$ cat src/stxr_pkg.sv
// shared types, constants and helpers for the serial tx ring with crlf translation
package stxr_pkg;

   // ring size, a power of two so that the pointers wrap by plain overflow
   localparam int RING_DEPTH = 1024;
   localparam int PTR_W      = $clog2(RING_DEPTH);
   localparam int BANK_DEPTH = RING_DEPTH / 2;
   localparam int BANK_AW    = $clog2(BANK_DEPTH);

   localparam int BYTE_W     = 8;
   localparam int ACTION_W   = 2;
   localparam int FILL_W     = 10;
   localparam int FILL_MAX   = 1023;

   localparam logic [BYTE_W-1:0] CH_NUL = 8'h00;
   localparam logic [BYTE_W-1:0] CH_LF  = 8'h0A;
   localparam logic [BYTE_W-1:0] CH_CR  = 8'h0D;

   typedef enum logic [ACTION_W-1:0] {
      ACT_ENQUEUE = 2'd0,
      ACT_TX_SLOT = 2'd1,
      ACT_RECEIVE = 2'd2
   } action_type;

   // result of one item
   typedef struct packed {
      logic              accepted;
      logic              tx_valid;
      logic [BYTE_W-1:0] tx_byte;
      logic              rx_valid;
      logic [BYTE_W-1:0] rx_byte;
      logic              rx_break;
      logic [FILL_W-1:0] fill_level;
   } result_type;

   // clamp the ring occupancy to the reported width
   function automatic logic [FILL_W-1:0] sat_fill(input logic [PTR_W-1:0] fill);
      logic [FILL_W-1:0] res;
      if (32'(fill) > FILL_MAX) begin
         res = FILL_W'(FILL_MAX);
      end else begin
         res = FILL_W'(fill);
      end
      return res;
   endfunction

endpackage

$ cat src/stxr_out.sv
// output result register, parts the result channel from the ring stage
module stxr_out (
   input  logic                 clock,
   input  logic                 reset,
   input  logic                 s1_valid,
   input  stxr_pkg::result_type s1_result,
   output logic                 advance,
   output logic                 rsp_valid,
   input  logic                 rsp_stall,
   output stxr_pkg::result_type rsp_result
);
   import stxr_pkg::*;

   logic       out_valid_ff, out_valid_in;
   result_type out_ff;

   assign advance      = ~out_valid_ff | ~rsp_stall;
   assign out_valid_in = advance ? s1_valid : out_valid_ff;

   always_ff @(posedge clock) begin
      if (reset) begin
         out_valid_ff <= 1'b0;
      end else begin
         out_valid_ff <= out_valid_in;
      end
   end

   always_ff @(posedge clock) begin
      if (advance && s1_valid) begin
         out_ff <= s1_result;
      end
   end

   assign rsp_valid  = out_valid_ff;
   assign rsp_result = out_ff;

endmodule

$ cat config.mk
export PLATFORM = sky130hd
export DESIGN_NAME = stxr_out
export DESIGN_NICKNAME = d
export VERILOG_FILES = /design/src/stxr_pkg.sv /design/src/stxr_out.sv
export SDC_FILE = /design/constraint.sdc
export NUM_CORES = 1
export LEC_CHECK = 0
export BUFFER_PORTS_ARGS = -buffer_cell sky130_fd_sc_hd__buf_2
export CAP_MARGIN = 20
export CORE_UTILIZATION = 39
export CTS_BUF_LIST = sky130_fd_sc_hd__clkbuf_8 sky130_fd_sc_hd__clkbuf_16
export CTS_CLUSTER_SIZE = 8
export DETAILED_ROUTE_END_ITERATION = 6
export PLACE_DENSITY_LB_ADDON = 0.15
export SYNTH_ARGS = -nofsm -noshare
export SYNTH_HDL_FRONTEND = slang
export SYNTH_SLANG_ARGS = --single-unit
$ cat constraint.sdc
create_clock -name clock -period 2.1 [get_ports clock]
set_input_delay 0.21 -clock clock [delete_from_list [all_inputs] [get_ports clock]]
set_output_delay 0.21 -clock clock [all_outputs]
set_load 0.05 [all_outputs]
# Word level (Yosys, flattened, before mapping)
# Cells that the tools add are included.
[classes] bitwise_logic=3 reduce_logical=1
[ops] operator="inverter 1 bit" count=2
[ops] operator="logical AND 1 bit" count=1
[ops] operator="OR 1 bit" count=1
[word_totals] register_bits=31 input_bits=34 out_inout_bits=32 elab_cells=12

# Logic depth before layout (Yosys ltp)
# Gate-level depths: netlist (run 1).
[logic_depth] word_depth=3 ltp_mapped=2 mapped_depth_nobuf=2

# Worst setup path after synthesis (run 1)
# OpenSTA, ideal clock, no wires.
[synth_path] path_type="register to register" startpoint="register out_valid_ff (netlist: rsp_valid)" endpoint="register out_ff (netlist bit rsp_result[0]) (enable)" setup_time_ps=390 t_arrival_ps=1751 t_required_ps=1710 slack_ps=-41 stages_incl_launch_ff=3 n_path_buf=0 synth_period_minus_slack_ps=2141 path_cell_list="dfxtp_1 nand2_1 and2_1"
[synth_between] elab_chain_len=3
[synth_lines] element="start, declared" line_no="stxr_out.sv:14" source="logic out_valid_ff, out_valid_in;"
[synth_lines] element="start signal, assigned" line_no="stxr_out.sv:24" source="out_valid_ff <= out_valid_in;"
[synth_lines] element="inverter 1 bit" line_no="stxr_out.sv:17" source="assign advance = ~out_valid_ff | ~rsp_stall;"
[synth_lines] element="OR 1 bit" line_no="stxr_out.sv:17"
[synth_lines] element="via advance" line_no="stxr_out.sv:7" source="output logic advance,"
[synth_lines] element="logical AND 1 bit" line_no="stxr_out.sv:29" source="if (advance && s1_valid) begin"
[synth_lines] element="end signal, assigned" line_no="stxr_out.sv:30" source="out_ff <= s1_result;"
[synth_lines] element="end, declared" line_no="stxr_out.sv:15" source="result_type out_ff;"
# The timed path passes the listed nets, and every way through them passes these cells.
# A chain may end at the register's enable or synchronous reset.

# Final worst setup path (run 1)
[layout_path] startpoint="register out_valid_ff (netlist: rsp_valid)" endpoint="register out_ff (netlist bit rsp_result[11]) (enable)"
[layout_between] elab_chain_len=3
[layout_lines] element="inverter 1 bit" line_no="stxr_out.sv:17"
[layout_lines] element="OR 1 bit" line_no="stxr_out.sv:17"
[layout_lines] element="logical AND 1 bit" line_no="stxr_out.sv:29"
# No other way between the ends.

==> results.ini, run 1 <==
[status]
status=finished, final reports clean

[logic_synthesis]
synth-adder-area-share_pct=0
synthXorXnorAreaFrac_pct=0
yosys_warnings=0
muxShareOfSynthArea_pct=0
synth_compound_area_share_pct=0.533
ys_seq_elements=31
syn_area_um2=940
syn_area_per_cell_um2=26.8
synth_top_family_by_area=simple AND/OR/NAND/NOR gates
synthSimpleGateAreaFrac_pct=1.46
synth_cell_type_count=6
ys_seq_area_share_pct=98.0
syn_inst=35
syn_nets=69

[worst_setup_path]
startpoint_type=flop
critPathSlowestCell=and2_2
r2r_start=rsp_valid
cp.required_ns=2.00
crit_start=rsp_valid
endpoint_kind=flop
arrival_ns=1.23
critical_path.max_fanout=30
slowest_delay_ns=0.58
critical_path_class=flop to flop
crit_chain=nand2_1, and2_2

[power]
power_w=0.00134
vdd_drop_max_mv=0.727
power_density_nw_per_um2=967
leakage_nw=0.606

[clocking]
cts.repair.resized=0
post-cts-setup-buffers=0
clock_latency_ns=0.26
cts_hold_buffers=0
cts_tree=built
cts_sinks=31
clk_pin_slew_ns=0.06
cts_root_buf=clkbuf_8
clk_path_buf_depth=2
cts_buffers=5
htreeDepth=2

[grt]
grt_pass1_wl_um=1930
antenna_found_initial=0
overflow=0
grt_max_degree=31
grtUsageTotal_pct=11.8
grt_pass1_vias=477

[min_path]
hp-class=input port to flop
min_from=reset

[routing]
wl_per_cell_um=10.8
drt-total-wl_um=1470
dr.pass1.iters=3
final_antenna_net_count=0
dr_total_vias=553
via_per_inst=4.07
drc=0
drt_iter0_drc=8

[finish]
nNetsFinal=141
multi_input_area_um2=20.0
final_util_pct=61.8
diodes=0
fin_area_um2=1380
syn_to_final_growth_pct=47.0
layout.cells.non_filler=136
seqCellArea_um2=921
fillers=187
drive_gt1_share_pct=65.7

[timing]
tns_ns=0
period_minus_slack_ns=1.33
slew_viol_final=0
relSlewSlack_pct=55.7
timing.final.hold_violations=0
skew_ns=0.00320
setup_viol=0
final.period_utilization_pct=63.4
worst_slew_pin_slew_ns=0.665
max_freq_mhz=752
grt_setup_unrepaired=no

[placed_design]
routabilityCongestion=0.692
port_buffers=65
placedCellCount=128
place_area_um2=1300
dpl.hpwl_um=1080

[die]
die_h_um=51.1
start_util_pct=42.1
dieWidth_um=51.1
rows=17
core-area_um2=2230
die-area_um2=2610
io_pins=66

[job]
cap_violations=0

area by class of cell:
| type | count | share of cell area [%] |
|---|---|---|
| sequential | 31 | 66.7 |
| multi-input combinational | 4 | 1.45 |
| timing repair buffer | 65 | 23.6 |
| clock buffer | 5 | 4.98 |
| tap | 28 | 2.54 |
| clock inverter | 3 | 0.815 |
routing by layer:
metal | share of wire (%) | GRT usage (%) | routed length [um]
met5 | 0 | 0 | 0
met1 | 38 | 9.15 | 558
met3 | 9.3 | 10.1 | 137
met2 | 53 | 20.0 | 773
met4 | 0 | 5.56 | 0
placed cells by master, fill, tap and decap left out:
cell	Yosys	routed
clkbuf_8	0	5
edfxtp_1	30	30
clkinv_1	0	2
nor2_1	1	1
inv_1	0	1
a21oi_1	1	1
and2_2	0	1
buf_2	0	65
dfxtp_1	1	1
nand2_1	1	1
final timing paths:
path              cells after the start  slack (ns)              to
hold reg to reg                       2        0.50       rsp_valid
setup / recovery                      2        0.77  rsp_result[11]
setup reg to reg                      2        0.77  rsp_result[11]
hold / removal                        2         0.1       rsp_valid
cells by family (layout without fill, tap and decap cells):
logic type	Yosys count	after routing
and+or+nand+nor	3	3
AOI/OAI and AO/OA	1	1
DFF	31	31
buffers and inverters	0	73
power breakdown:
part	leakage [nW]	switching [W]	total (W)	internal [W]
clock network	0.0444	0.000183	0.000403	0.000220
logic	0.263	0.000158	0.000204	0.0000457
registers	0.299	0.00000746	0.000729	0.000722
total	0.606	0.000348	0.00134	0.000988
critical path, delay by kind of cell, from the launching register on:
| family | cells | cell delay [ns] |
|---|---|---|
| AND/OR/NAND/NOR | 2 | 0.64 |
| flip-flops | 1 | 0.31 |
through the flow:
| step | setup slack, ns | hold WS (ns) |
|---|---|---|
| 2_1_floorplan | 0.190 | 0.282 |
| 3_3_place_gp | 0.778 | 0.369 |
| 3_5_place_dp | 0.754 | 0.375 |
| 4_1_cts | 0.764 | 0.0865 |
| 5_1_grt | 0.693 | 0.0752 |
| 6_report | 0.769 | 0.0950 |
sequential cells by signal, indices dropped and copies added (netlist names):
name	cells
rsp_valid	1
rsp_result	30
cells in the mapped netlist:
cell type	instances	area, um^2
a21oi_1	1	5.00
dfxtp_1	1	20.0
nand2_1	1	3.75
edfxtp_1	30	901
and2_1	1	6.26
nor2_1	1	3.75
No activity file was read; power rests on OpenSTA's default activity.
==> inputs of run 2 (changes only) <==
--- a/config.mk
+++ b/config.mk
@@ -7,7 +7,7 @@
 export LEC_CHECK = 0
 export BUFFER_PORTS_ARGS = -buffer_cell sky130_fd_sc_hd__buf_2
 export CAP_MARGIN = 20
-export CORE_UTILIZATION = 39
+export CORE_UTILIZATION = 35
 export CTS_BUF_LIST = sky130_fd_sc_hd__clkbuf_8 sky130_fd_sc_hd__clkbuf_16
 export CTS_CLUSTER_SIZE = 8
 export DETAILED_ROUTE_END_ITERATION = 6
==> constraint.sdc (replaced) <==
create_clock -name clock -period 1.1 [get_ports clock]
set_input_delay 0.11 -clock clock [delete_from_list [all_inputs] [get_ports clock]]
set_output_delay 0.11 -clock clock [all_outputs]
set_load 0.05 [all_outputs]
==> run 2 against run 1 <==
Cell count up 3.7%; register-to-register slack worse by 0.70 ns; count of clock-buffer cells in the layout unchanged; non-clock buffer count grew 3; largest cell class unchanged; global-route usage is 0.45 points higher; critical path depth did not move; clock skew hardly changed; sequential power is 92% higher; hold slack lost 0.080 ns.
==> results.ini, run 2 (synthesized netlist as in run 1, its figures left out) <==
[timing]
relSlewSlack_pct=82.9  ; +27 points
skew_ns=0.00292  ; -0.000281 ns
timing.final.hold_violations=0  ; unchanged
slew_viol_final=0  ; unchanged
period_minus_slack_ns=1.05
tns_ns=0  ; unchanged
setup_viol=0  ; unchanged
worst_slew_pin_slew_ns=0.258  ; -0.406 ns
max_freq_mhz=950
final.period_utilization_pct=95.7
grt_setup_unrepaired=no

[clocking]
htreeDepth=2  ; unchanged
cts_buffers=5  ; unchanged
cts_tree=built
cts_root_buf=clkbuf_8
clk_pin_slew_ns=0.06  ; about the same
clk_path_buf_depth=2  ; unchanged
cts_sinks=31  ; unchanged
clock_latency_ns=0.27  ; about the same

[worst_setup_path]
arrival_ns=0.94  ; -0.29 ns
critical_path_class=flop to primary output
critical_path.max_fanout=3  ; -90%
crit_buf_inv=1  ; +1
cp.required_ns=0.99  ; -1.01 ns
endpoint_kind=primary output
slowest_delay_ns=0.36  ; -0.22 ns
path_delay_family=flip-flops
startpoint_type=flop
critPathSlowestCell=dfxtp_4
crit_chain=nand2_8, buf_2

[job]
cap_violations=0  ; unchanged

[grt]
overflow=0  ; unchanged
grt_max_degree=17  ; -45%
antenna_found_initial=0  ; unchanged
grtUsageTotal_pct=12.3  ; +0.45 points
grt_pass1_wl_um=2300  ; +19%
grt_pass1_vias=530  ; +11%

[routing]
final_antenna_net_count=0  ; unchanged
via_per_inst=4.26  ; +4.7%
drt_iter0_drc=10  ; +2
dr_total_vias=600  ; +8.5%
drt-total-wl_um=1640  ; +12%
wl_per_cell_um=11.6  ; +7.7%
dr.pass1.iters=4  ; +1
drc=0  ; unchanged

[power]
leakage_nw=0.633  ; +4.4%
power_w=0.00259  ; +94%
vdd_drop_max_mv=1.20  ; +65%
power_density_nw_per_um2=1780  ; +84%

[die]
die-area_um2=2900  ; +11%
dieWidth_um=53.8  ; +5.3%
rows=18  ; +1
io_pins=66  ; unchanged
core-area_um2=2500  ; +12%
die_h_um=53.8  ; +5.3%
start_util_pct=37.6  ; -4.5 points

[placed_design]
port_buffers=65  ; unchanged
routabilityCongestion=0.637  ; -8.0%

[status]
status=finished, final reports clean

[finish]
nNetsFinal=144  ; +2.1%
syn_to_final_growth_pct=54.9
final_common_cell=buf_2
final_util_pct=58.2  ; -3.6 points
diodes=0  ; unchanged
largest_reg_flops=30  ; unchanged
drive_gt1_share_pct=67.6  ; +1.8 points
layout_common_cells=buf_2 (65), edfxtp_1 (30), clkbuf_8 (5), clkinv_1 (2), buf_12 (2)

[min_path]
hp-class=input port to flop

## run 2: cell count changes in the layout (fill, tap and decap cells not counted), sizes merged
cell	delta
buf	+2
dlygate4sd3	+1
## run 2: path summary, 6_finish.rpt
| path | start | endpoint | slack (ns) | cells past startpoint |
|---|---|---|---|---|
| setup / recovery | rsp_valid | advance | 0.05 | 2 |
| hold / removal | s1_result[0] | rsp_result[0] | 0.02 | 1 |
| setup reg to reg | rsp_valid | rsp_result[6] | 0.07 | 3 |
| hold reg to reg | rsp_valid | rsp_valid | 0.57 | 2 |
## run 2: layer usage
layer  vias up  track usage (%)  routed length (um)
met1       269             13.7                 581
met4         0             5.26                  13
met5         -                0                   0
met2        37             19.8                 891
met3         2             5.93                 154
li1        292                -                   -
## run 2: what timing repair did
item / CTS / global route
hold endpoints to repair: 1 / 0
buffers inserted: 0 / 0
hold buffers: 1 / 0
resized for setup: 0 / 0
## run 2: report_power, final
part	total [W]	internal [W]	switching [W]	leakage (nW)
registers	0.00140	0.00138	0.0000184	0.299
clock network	0.000773	0.000420	0.000353	0.0444
logic	0.000423	0.000112	0.000310	0.290
total	0.00259	0.00191	0.000682	0.633
## run 2: metrics by stage
step | std cells | hold WS (ns) | area, um^2 | setup slack [ns]
after CTS | 141 | 0.00773 | 1460 | 0.0355
after global routing | 141 | 0.000883 | 1460 | 0.0119
after global placement | 132 | 0.257 | 1370 | 0.0870
after floorplan | 35 | 0.173 | 962 | -0.117
after detailed placement | 132 | 0.273 | 1370 | 0.0766
final | 141 | 0.0152 | 1460 | 0.0475
## run 2: area by class of cell
| class | instances | area [um^2] |
|---|---|---|
| repair buffers | 68 | 375 |
| clock inverters | 3 | 11.3 |
| flip-flops and latches | 31 | 925 |
| multi-input cells | 4 | 37.5 |
| well taps | 30 | 37.5 |
| fillers | 211 | 1040 |
| clock buffers | 5 | 68.8 |
## run 2: worst register-to-register path: stages (launching register included)
cell and delay [ns]:
dfxtp_4 0.36, nand2_8 0.06, and2_4 0.16, buf_12 0.15
==> inputs of run 3 (changes only) <==
--- a/config.mk
+++ b/config.mk
@@ -12,6 +12,7 @@
 export CTS_CLUSTER_SIZE = 8
 export DETAILED_ROUTE_END_ITERATION = 6
 export PLACE_DENSITY_LB_ADDON = 0.15
+export RECOVER_POWER = 100
 export SYNTH_ARGS = -nofsm -noshare
 export SYNTH_HDL_FRONTEND = slang
 export SYNTH_SLANG_ARGS = --single-unit
==> run 3 against run 2 <==
Cell count stayed put; critical path depth stayed put; utilization is 0.70 points lower; critical endpoint unchanged; sequential power hardly changed; global-route usage stayed put; flip-flop and latch count stayed put; final area is 1.2% lower; worst setup slack worse by 0.00073 ns; routed wire length is 0.12% higher.
==> results.ini, run 3 (synthesized netlist as in run 1, its figures left out) <==
[status]
status=finished, final reports clean

[finish]
drive_gt1_share_pct=67.6  ; unchanged
multi_input_area_um2=37.5  ; unchanged
diodes=0  ; unchanged
layout.cells.non_filler=141  ; unchanged
final_common_cell=buf_2
fillers=217  ; +2.8%
final_util_pct=57.5  ; -0.70 points
layout_common_cells=buf_2 (34), clkbuf_2 (31), edfxtp_1 (30), clkbuf_8 (5)
syn_to_final_growth_pct=53.0
nNetsFinal=144  ; unchanged
seqCellArea_um2=925  ; unchanged
largest_reg_flops=30  ; unchanged

[timing]
slew_viol_final=0  ; unchanged
grt_setup_unrepaired=no
timing.final.hold_violations=0  ; unchanged
max_freq_mhz=949  ; about the same
skew_ns=0.00291  ; -0.00000569 ns
worst_slew_pin_slew_ns=0.286  ; +0.0277 ns
setup_viol=0  ; unchanged
tns_ns=0  ; unchanged
period_minus_slack_ns=1.05  ; +0.000728 ns
final.period_utilization_pct=95.7  ; about the same
relSlewSlack_pct=81.0  ; -1.9 points

[grt]
overflow=0  ; unchanged
grtUsageTotal_pct=12.3  ; unchanged
antenna_found_initial=0  ; unchanged
grt_pass1_vias=530  ; unchanged
grt_pass1_wl_um=2300  ; unchanged
grt_max_degree=17  ; unchanged

[worst_setup_path]
startpoint_type=flop
cp.required_ns=0.99  ; about the same
critical_path.max_fanout=3  ; unchanged
r2r_cells=3  ; unchanged
ff2ff_setup_slack_ns=0.06  ; about the same
endpoint_kind=primary output
arrival_ns=0.94  ; about the same
critical_path_class=flop to primary output

[clocking]
clk_pin_slew_ns=0.06  ; about the same
htreeDepth=2  ; unchanged
cts_root_buf=clkbuf_8
clock_latency_ns=0.27  ; about the same
cts_buffers=5  ; unchanged
post-cts-setup-buffers=0  ; unchanged
cts_tree=built
clk_path_buf_depth=2  ; unchanged
cts_sinks=31  ; unchanged

[power]
power_density_nw_per_um2=1800  ; +0.82%
combPwrFrac_pct=15.9  ; -0.4 points
clock_power_share_pct=30.0  ; +0.2 points
p_int_w=0.00190  ; -0.58%
vdd_drop_max_mv=1.19  ; -0.47%
seq_power_share_pct=54.2  ; +0.4 points
switching_share_pct=26.4  ; +0.14 points
leakage_nw=0.633  ; about the same
p_sw_w=0.000682  ; +0.13%

[die]
start_util_pct=37.6  ; unchanged
die-area_um2=2900  ; unchanged
core-area_um2=2500  ; unchanged
io_pins=66  ; unchanged
rows=18  ; unchanged
dieWidth_um=53.8  ; unchanged
die_h_um=53.8  ; unchanged

[routing]
dr.pass1.iters=4  ; unchanged
final_antenna_net_count=0  ; unchanged
wl_per_cell_um=11.7  ; +0.12%
drt_iter0_drc=10  ; unchanged
drc=0  ; unchanged
dr_total_vias=598  ; -0.33%
drt-total-wl_um=1640  ; +0.12%
via_per_inst=4.24  ; -0.33%

[min_path]
holdPathStages=1  ; unchanged
hp-class=input port to flop

[placed_design]
routabilityCongestion=0.637  ; unchanged
port_buffers=65  ; unchanged
placedCellCount=132  ; unchanged

[job]
cap_violations=0  ; unchanged

[run 3: critical path: stages (launching register included)]
cell     delay [ns]
dfxtp_4        0.36
nand2_8        0.06
buf_2          0.25
[run 3: layout make-up]
| cell class | count | area share [%] |
|---|---|---|
| timing repair buffer | 68 | 24.9 |
| clock buffer | 5 | 4.79 |
| tap | 30 | 2.61 |
| multi-input combinational | 4 | 2.61 |
| clock inverter | 3 | 0.783 |
| sequential | 31 | 64.3 |
[run 3: timing repair]
action,4_1_cts,5_1_grt
hold buffers,1,0
gates resized for setup,0,0
hold endpoints to repair,1,0
[run 3: power groups by stage]
| stage | clock [W] | combinational (W) | sequential [W] |
|---|---|---|---|
| floorplan | 0 | 0.0000350 | 0.00166 |
| detailed placement | 0 | 0.000424 | 0.00142 |
| CTS | 0.000796 | 0.000427 | 0.00140 |
| global route | 0.000852 | 0.000432 | 0.00140 |
| finish | 0.000773 | 0.000409 | 0.00140 |
| global placement | 0 | 0.000419 | 0.00142 |
[run 3: routing by layer]
metal / track usage (%) / part of all wire [%] / vias to the layer above
li1: - / - / 290
met5: 0 / 0 / -
met4: 5.26 / 0.79 / 0
met3: 5.93 / 9.1 / 2
met2: 19.8 / 54 / 37
met1: 13.7 / 36 / 269
[run 3: per-stage QoR]
step                hold slack, ns  total power (W)  area, um^2  setup WS [ns]
floorplan                    0.173          0.00169         962         -0.117
global placement             0.257          0.00184        1370         0.0870
detailed placement           0.273          0.00184        1370         0.0766
CTS                        0.00773          0.00262        1460         0.0355
global route              0.000883          0.00269        1440         0.0111
finish                      0.0150          0.00258        1440         0.0468
[run 3: worst paths after layout]
| kind | endpoint | from |
|---|---|---|
| min | rsp_result[0] | s1_result[0] |
| max reg2reg | rsp_result[6] | rsp_valid |
| min reg2reg | rsp_valid | rsp_valid |
| max | advance | rsp_valid |
